==> config.mk <==
export PLATFORM = sky130hd
export DESIGN_NAME = sbp_pair_check
export DESIGN_NICKNAME = d
export VERILOG_FILES = /design/src/sv/sbp_pkg.sv /design/src/sv/sbp_pair_check.sv
export VERILOG_INCLUDE_DIRS = /design/src /design/src/sv
export SDC_FILE = /design/constraint.sdc
export NUM_CORES = 1
export LEC_CHECK = 0
export BUFFER_PORTS_ARGS = -buffer_cell sky130_fd_sc_hd__buf_2
export CORE_MARGIN = 1.5
export CORE_UTILIZATION = 30
export DETAILED_ROUTE_END_ITERATION = 16
export GPL_ROUTABILITY_DRIVEN = 0
export PLACE_DENSITY = 0.56
export REMOVE_ABC_BUFFERS = 1
export SLEW_MARGIN = 5
export SYNTH_ARGS = -nofsm -noshare
export SYNTH_HDL_FRONTEND = slang
export SYNTH_SLANG_ARGS = --single-unit
export TNS_END_PERCENT = 10
==> constraint.sdc <==
create_clock -name clk -period 2.4 [get_ports clk]
set_input_delay 0.48 -clock clk [delete_from_list [all_inputs] [get_ports clk]]
set_output_delay 0.48 -clock clk [all_outputs]
set_load 0.01 [all_outputs]
==> src/sv/assert_macros.svh <==
// ----------------------------------------------------------------------------
// assert_macros.svh
// Assertion helpers shared by the stem base-pair checker RTL.
// ----------------------------------------------------------------------------
`ifndef ASSERT_MACROS_SVH
`define ASSERT_MACROS_SVH

`ifndef NO_ASSERTIONS

// Clocked property, switched off during reset
`define SBP_ASSERT(lbl, clk, rst_n, prop, msg) \
    lbl: assert property (@(posedge clk) disable iff (!rst_n) prop) else $error(msg);

// Condition that must never hold out of reset
`define SBP_NEVER(lbl, clk, rst_n, cond, msg) \
    lbl: assert property (@(posedge clk) disable iff (!rst_n) !(cond)) else $error(msg);

`else

`define SBP_ASSERT(lbl, clk, rst_n, prop, msg)
`define SBP_NEVER(lbl, clk, rst_n, cond, msg)

`endif

`endif

==> src/sv/sbp_pkg.sv <==
// ----------------------------------------------------------------------------
// sbp_pkg
// Shared types and constants for the stem base-pair checker.
// ----------------------------------------------------------------------------
package sbp_pkg;

    // Default stack depth / pair limit
    localparam int SBP_MAX_PAIRS = 16;

    // Field widths
    localparam int SYM_W    = 2;
    localparam int BASE_W   = 2;
    localparam int STATUS_W = 2;
    localparam int COUNT_W  = 4;
    localparam int COUNT_MAX = 15;

    // Pair sums
    localparam int PAIR_WC_SUM     = 3;
    localparam int PAIR_WOBBLE_SUM = 5;

    // Pattern symbol codes
    typedef enum logic [SYM_W-1:0] {
        SYM_OTHER = 2'd0,
        SYM_OPEN  = 2'd1,
        SYM_CLOSE = 2'd2,
        SYM_RSVD  = 2'd3
    } sym_t;

    // Result status codes
    typedef enum logic [STATUS_W-1:0] {
        ST_OK       = 2'd0,
        ST_MISMATCH = 2'd1,
        ST_UNBAL    = 2'd2,
        ST_OVERFLOW = 2'd3
    } status_t;

    // Item handed from the stack-control stage to the pair-check stage
    typedef struct packed {
        logic                pop;        // stack read issued, check the pair
        logic [BASE_W-1:0]   base;       // closing base
        logic                last;       // final position of the pattern
        logic                unbal;      // unbalanced, final value at last
        logic                ovf;        // too many pairs, final value at last
        logic [COUNT_W-1:0]  count;      // saturated open count at last
    } chk_item_t;

endpackage

==> src/sv/sbp_pair_check.sv <==
// ----------------------------------------------------------------------------
// sbp_pair_check
// Second stage: checks popped pairs, keeps the mismatch flag and holds the
// result beat in an output register.
// ----------------------------------------------------------------------------
`include "assert_macros.svh"

module sbp_pair_check (
    input  logic                       clk,
    input  logic                       rst_n,
    input  logic                       load,       // item accepted upstream
    input  sbp_pkg::chk_item_t         item,
    input  logic [sbp_pkg::BASE_W-1:0] top_base,   // popped base from the stack
    input  logic                       wobble,
    output logic                       free,       // stage can take an item
    output logic                       m_tvalid,
    input  logic                       m_tready,
    output logic [7:0]                 m_tdata     // [1:0] status, [5:2] pair_count
);
    import sbp_pkg::*;

    logic                      s1_valid_reg;
    chk_item_t                 s1_item_reg;
    logic                      mismatch_reg;
    logic                      mismatch_next;
    logic                      out_valid_reg;
    logic [STATUS_W+COUNT_W-1:0] out_data_reg;
    logic                      advance;
    logic                      out_free;
    logic [BASE_W:0]           pair_sum;
    logic                      pair_bad;
    logic                      mismatch_fin;
    status_t                   status;

    assign out_free = !out_valid_reg || m_tready;
    assign advance  = s1_valid_reg && (!s1_item_reg.last || out_free);
    assign free     = !s1_valid_reg || advance;

    // Pair test on the popped base
    always_comb
    begin
        pair_sum = {1'b0, top_base} + {1'b0, s1_item_reg.base};
        pair_bad = s1_item_reg.pop
                   && (pair_sum != (BASE_W+1)'(PAIR_WC_SUM))
                   && !(wobble && (pair_sum == (BASE_W+1)'(PAIR_WOBBLE_SUM)));
        mismatch_fin = mismatch_reg || pair_bad;
        mismatch_next = s1_item_reg.last ? 1'b0 : mismatch_fin;
    end

    // Status priority: unbalanced, too many pairs, mismatch, ok
    always_comb
    begin
        priority if (s1_item_reg.unbal)
        begin
            status = ST_UNBAL;
        end
        else if (s1_item_reg.ovf)
        begin
            status = ST_OVERFLOW;
        end
        else if (mismatch_fin)
        begin
            status = ST_MISMATCH;
        end
        else
        begin
            status = ST_OK;
        end
    end

    // Stage register
    always_ff @(posedge clk or negedge rst_n)
    begin
        if (!rst_n)
        begin
            s1_valid_reg <= 1'b0;
            mismatch_reg <= 1'b0;
        end
        else
        begin
            if (load)
            begin
                s1_valid_reg <= 1'b1;
            end
            else if (advance)
            begin
                s1_valid_reg <= 1'b0;
            end
            if (advance)
            begin
                mismatch_reg <= mismatch_next;
            end
        end
    end

    always_ff @(posedge clk)
    begin
        if (load)
        begin
            s1_item_reg <= item;
        end
    end

    // Output register
    always_ff @(posedge clk or negedge rst_n)
    begin
        if (!rst_n)
        begin
            out_valid_reg <= 1'b0;
        end
        else if (advance && s1_item_reg.last)
        begin
            out_valid_reg <= 1'b1;
        end
        else if (m_tready)
        begin
            out_valid_reg <= 1'b0;
        end
    end

    always_ff @(posedge clk)
    begin
        if (advance && s1_item_reg.last)
        begin
            out_data_reg <= {s1_item_reg.count, status};
        end
    end

    assign m_tvalid = out_valid_reg;
    assign m_tdata  = {{(8 - STATUS_W - COUNT_W){1'b0}}, out_data_reg};

    // Checks
    `SBP_ASSERT(a_stall_only_full, clk, rst_n, (s1_valid_reg && !advance) |-> (out_valid_reg && !m_tready), "pair stage stalled with output free")
    `SBP_NEVER(a_load_when_busy, clk, rst_n, load && !free, "item loaded into a busy pair stage")
    `SBP_ASSERT(a_mismatch_clear, clk, rst_n, (advance && s1_item_reg.last) |=> !mismatch_reg, "mismatch flag kept across patterns")

endmodule

=== Word-level counts from Yosys, hierarchy flattened ===
Cells that the tools add are included.

* Register bits: 19
* Logic and storage cells: 38
* Output and inout bits: 10
* Input bits: 17

* Equal/unequal tests: 2
* Reduce and logical (&&, ||, !) cells: 16
* $add $sub $neg: 1
* Muxes and demuxes: 7

{| class="wikitable"
|+ Operators with widths
! cell !! count
|-
| two-way mux 1 bit || 7
|-
| logical AND 1 bit || 5
|-
| zero test 1 bit || 4
|-
| logical OR 1 bit || 4
|-
| nonzero test 2 bit || 2
|-
| adder 2 x 2 -> 3 bit || 1
|-
| equality test 3 bit (second input constant) || 1
|-
| inequality test 3 x 2 -> 1 bit (second input constant) || 1
|-
| OR reduction 2 bit || 1
|}

=== Logic depth before layout (Yosys ltp) ===
* Depth in word-level cells: 8
* Mapped depth: 6
* Mapped depth without buffers: 6

=== Least setup slack after synthesis ===
OpenSTA, ideal clock, no wires.

* Kind: in2reg
* Start point: input port top_base[0] (netlist bit)
* End point: register out_data_reg[0], data pin
* Buffers on the path: 0
* Path slack: 503 ps
* Cell stages on the path: 6
* Data required time: 2137 ps
* Setup time: 263 ps
* Arrival time: 1634 ps
* Path through: ha_1 -> inv_1 -> fa_1 -> nand2b_1 -> a311oi_2 -> a21oi_1

* Word-level cells in the longest chain between the ends: 8
* Elaborated cells on any way between the ends: 10
* Those cells by class: add/sub: 1; eq/ne: 2; mux: 2; reduce/logical: 5

{| class="wikitable"
|+ Ends and longest elaborated chain
! item !! line !! text
|-
| start: declaration || sbp_pair_check.sv:13 || <nowiki>input logic [sbp_pkg::BASE_W-1:0] top_base,</nowiki>
|-
| adder 2 x 2 -> 3 bit (*) || sbp_pair_check.sv:42 || <nowiki>pair_sum = {1'b0, top_base} + {1'b0, s1_item_reg.base};</nowiki>
|-
| equality test 3 bit || sbp_pair_check.sv:45 || <nowiki>&& !(wobble && (pair_sum == (BASE_W+1)'(PAIR_WOBBLE_SUM)));</nowiki>
|-
| logical AND 1 bit || sbp_pair_check.sv:45 ||
|-
| zero test 1 bit || sbp_pair_check.sv:45 ||
|-
| logical AND 1 bit (*) || sbp_pair_check.sv:45 ||
|-
| logical OR 1 bit (*) || sbp_pair_check.sv:46 || <nowiki>mismatch_fin = mismatch_reg || pair_bad;</nowiki>
|-
| two-way mux 1 bit (*) || sbp_pair_check.sv:61 || <nowiki>else if (mismatch_fin)</nowiki>
|-
| two-way mux 1 bit (*) || sbp_pair_check.sv:57 || <nowiki>else if (s1_item_reg.ovf)</nowiki>
|-
| end signal: assignment || sbp_pair_check.sv:125 || <nowiki>out_data_reg <= {s1_item_reg.count, status};</nowiki>
|-
| end: declaration || sbp_pair_check.sv:27 || <nowiki>logic [STATUS_W+COUNT_W-1:0] out_data_reg;</nowiki>
|}

Mark *: on every way between the ends. The rest lies on a longest branch, timed or not.
A chain may end at the register's enable or synchronous reset.

=== Worst setup path after layout ===
* Start point: register s1_item_reg[7] (netlist bit)
* End point: register out_data_reg[0], data pin

* Word-level cells in the longest chain between the ends: 8
* Elaborated cells on any way between the ends: 10
* Those cells by class: add/sub: 1; eq/ne: 2; mux: 2; reduce/logical: 5

{| class="wikitable"
|+ Ends and longest elaborated chain
! item !! line !! text
|-
| start: declaration || sbp_pair_check.sv:23 || <nowiki>chk_item_t s1_item_reg;</nowiki>
|-
| start signal: assignment || sbp_pair_check.sv:100 || <nowiki>s1_item_reg <= item;</nowiki>
|-
| adder 2 x 2 -> 3 bit (*) || sbp_pair_check.sv:42 ||
|-
| equality test 3 bit || sbp_pair_check.sv:45 ||
|-
| logical AND 1 bit || sbp_pair_check.sv:45 ||
|-
| zero test 1 bit || sbp_pair_check.sv:45 ||
|-
| logical AND 1 bit (*) || sbp_pair_check.sv:45 ||
|-
| logical OR 1 bit (*) || sbp_pair_check.sv:46 ||
|-
| two-way mux 1 bit (*) || sbp_pair_check.sv:61 ||
|-
| two-way mux 1 bit (*) || sbp_pair_check.sv:57 ||
|}

Marked as above.

==> impl_metrics.env <==
export IMPL_finClkSkew_ps=2.17
export IMPL_rr_startpoint="s1_item_reg[7]"
export IMPL_grt_pass1_vias=360
export IMPL_timing_final_hold_violations=0
export IMPL_worst_path_max_delay_cell="sky130_fd_sc_hd__fa_1"
export IMPL_number_of_antenna_violations_at_the_first_check_in_global_routing=0
export IMPL_detailedRoute_firstIterationViolations=4
export IMPL_rsz0062_at_grt="false"
export IMPL_post_route_cells_drive_above_1_share_pct=41.7
export IMPL_start_util_pct=32.2
export IMPL_clock_sink_count=19
export IMPL_post_cts_resized_instances=0
export IMPL_antenna_cells=0
export IMPL_cp_required_ps=2440
export IMPL_drtPass1Iterations=4
export IMPL_synth_seq_area_share_pct=77.2
export IMPL_max_cap_violations=0
export IMPL_dpl_worst_slack_ps=315
export IMPL_warning_count_from_the_yosys_run=0
export IMPL_end_kind="flop"
export IMPL_synthToLayoutAreaGrowth_pct=25.2
export IMPL_vdd_drop_max_v=0.000395
export IMPL_final_max_slew_violation_count=0
export IMPL_route_detailed_drc=0
export IMPL_clock_tree_from_tritoncts="built"
export IMPL_synth_simple_gate_area_share_pct=8.87
export IMPL_fmax_ghz=0.542
export IMPL_clk_latency_ps=280
export IMPL_netlist_area_pre_place_um2=719
export IMPL_routed_vias_inst=3.95
export IMPL_total_setup_violations_reported_at_the_end_of_the_flow=0
export IMPL_cts_repair_timing_setup_buffer_count=0
export IMPL_globalRouteOverflowTotal=0
export IMPL_hold_class="primary input to flop"
export IMPL_fin_worst_hold_slack_ps=362
export IMPL_clock_root_buffer="sky130_fd_sc_hd__clkbuf_4"
export IMPL_synth_mux_area_share_pct=0
export IMPL_combinational_family_with_the_most_area_after_synthesis="simple AND/OR/NAND/NOR gates"
export IMPL_global_route_usage_total_pct=7.19
export IMPL_outcome="completed"
export IMPL_p_per_area_mw_per_mm2=682
export IMPL_end_point_of_the_most_critical_hold_path="s1_item_reg[6]"
export IMPL_crit_path_max_incr_delay_ps=410
export IMPL_drt_wl_total_um=888
export IMPL_critPathMaxFanout=2
export IMPL_layout_area_seq_um2=556
export IMPL_final_min_clock_period_ps=1850
export IMPL_htree_num_levels=1
export IMPL_multi_input_area_um2=134
export IMPL_die_area_mm2=0.00270
export IMPL_fp_row_count=17
export IMPL_port_buffer_count=24
export IMPL_place_hpwl_um=702
export IMPL_post_synth_xor_area_fraction_pct=0
export IMPL_postSynthRegisterBits=19
export IMPL_utilization_pct=40.3
export IMPL_synth_compound_gate_area_share_pct=4.17
export IMPL_grt_max_degree=12
export IMPL_worst_hold_path_num_cells=1
export IMPL_rr_worst_depth=6
export IMPL_capturing_point_of_the_worst_reg2reg_path="out_data_reg[0]"
export IMPL_route_antenna_remaining_nets=0
export IMPL_rrSetupSlack_ps=550
export IMPL_timing_critical_path_cells="ha_1 -> inv_1 -> fa_1 -> nand2b_1 -> a311oi_2 -> a21oi_1"
export IMPL_tritoncts_num_buffers=3
export IMPL_post_synth_fa_ha_maj_area_fraction_pct=4.52
export IMPL_path_class="flop to flop"
export IMPL_cp_data_arrival_time_ps=1890
export IMPL_core_mm2=0.00223
export IMPL_synthDistinctLibCells=17
export IMPL_setup_tns_final_ps=0
export IMPL_cts_max_path_buffers=2
export IMPL_fin_crit_sh_pct=76.9
export IMPL_detail_route_wl_per_cell_um=8.88
export IMPL_io_pins=27
export IMPL_clk_transition_reported_paths_ps=100
export IMPL_critical_path_startpoint_type="flop"
export IMPL_post_synth_cell_area_avg_um2=16.4
export IMPL_final_critical_path_setup_slack_ps=554
export IMPL_power_leakage_uw=0.000383
export IMPL_die_w_um=52.0
export IMPL_grt_first_pass_wirelength_mm=1.37
export IMPL_synthesized_instance_count=44
export IMPL_fillcell_total=206
export IMPL_largest_register_ffs=10
export IMPL_hold_path_startpoint="item[6]"
export IMPL_design_final_nets=92
export IMPL_routed_via_count=395
export IMPL_die_height_um=52.0
==> layer usage <==
layer | GRT usage [%] | routed length, um | vias up
met3 | 2.01 | 72 | 2
li1 | - | - | 205
met2 | 11.6 | 438 | 15
met5 | 0 | 0 | -
met4 | 5.26 | 8 | 0
met1 | 8.04 | 369 | 173
==> report_power, final <==
part | switching, uW | internal [uW] | leakage, uW
Clock | 90.1 | 61.9 | 0.0000177
Combinational | 32.7 | 32.0 | 0.000175
Sequential | 9.72 | 388 | 0.000190
==> layout by cell type, fill, tap and decap left out, types with 2 or more instances in the layout <==
cell type	instances
sky130_fd_sc_hd__nor2b_1	2
sky130_fd_sc_hd__inv_1	5
sky130_fd_sc_hd__clkbuf_4	3
sky130_fd_sc_hd__buf_2	24
sky130_fd_sc_hd__conb_1	2
sky130_fd_sc_hd__edfxtp_1	16
sky130_fd_sc_hd__nand2b_1	4
sky130_fd_sc_hd__a21oi_1	2
sky130_fd_sc_hd__dfrtp_1	3
==> cells in the mapped netlist <==
cell	count	area share [%]
sky130_fd_sc_hd__nand2b_1	4	3.5
sky130_fd_sc_hd__nor2b_1	2	1.7
sky130_fd_sc_hd__nand2_1	1	0.52
sky130_fd_sc_hd__buf_4	2	2.1
sky130_fd_sc_hd__ha_1	1	1.7
sky130_fd_sc_hd__conb_1	1	0.52
sky130_fd_sc_hd__or2_2	1	0.87
sky130_fd_sc_hd__inv_1	5	2.6
sky130_fd_sc_hd__o21ai_0	1	0.69
sky130_fd_sc_hd__dfrtp_1	3	10
sky130_fd_sc_hd__a21oi_1	2	1.4
sky130_fd_sc_hd__nor2_1	1	0.52
sky130_fd_sc_hd__a311oi_2	1	2.1
sky130_fd_sc_hd__nand3b_1	1	1.0
sky130_fd_sc_hd__nand3_1	1	0.69
sky130_fd_sc_hd__edfxtp_1	16	67
sky130_fd_sc_hd__fa_1	1	2.8
==> cell type report <==
cell class,count,share of cell area (%)
clock buffer,3,2.50
clock inverter,1,0.556
inverter,5,2.08
multi-input combinational,19,14.9
sequential,19,61.7
tap,28,3.89
timing repair buffer,25,14.4
==> critical path: cells and delay by family (launching register included) <==
| kind | cells | cell delay (ps) |
|---|---|---|
| flops | 1 | 380 |
| buf+inv | 1 | 60 |
| fa+ha+maj | 2 | 590 |
| compound gates | 2 | 410 |
| simple gates | 1 | 160 |
==> cell families (layout without fill, tap and decap cells) <==
family          Yosys count  after routing
flops                    19             19
simple gates             11             11
buf+inv                   7             34
compound gates            4              4
fa+ha+maj                 2              2
other cells               1              2
==> per-stage QoR <==
| stage | power, uW | instance area (um2) | instances |
|---|---|---|---|
| finish | 615 | 901 | 100 |
| global route | 646 | 901 | 100 |
| CTS | 625 | 901 | 100 |
| detailed placement | 471 | 863 | 95 |
| global placement | 469 | 863 | 95 |
| floorplan | 439 | 708 | 43 |
==> worst max path at each step <==
stage / startpoint / to / slack, ps / cells past startpoint
2_1_floorplan: top_base[0] / out_data_reg[0] / 500 / 6
3_3_place_gp: top_base[0] / out_data_reg[0] / 350 / 7
3_5_place_dp: top_base[0] / out_data_reg[0] / 310 / 7
4_1_cts: s1_item_reg[7] / out_data_reg[0] / 540 / 6
5_1_grt: s1_item_reg[7] / out_data_reg[0] / 470 / 6
6_report: s1_item_reg[7] / out_data_reg[0] / 550 / 6
==> what timing repair did <==
item / 4_1_cts / 5_1_grt
setup endpoints to repair: 0 / 0
hold buffers: 1 / 0
endpoints found under the hold margin: 3 / 0
Power figures use the tool's default switching activity.
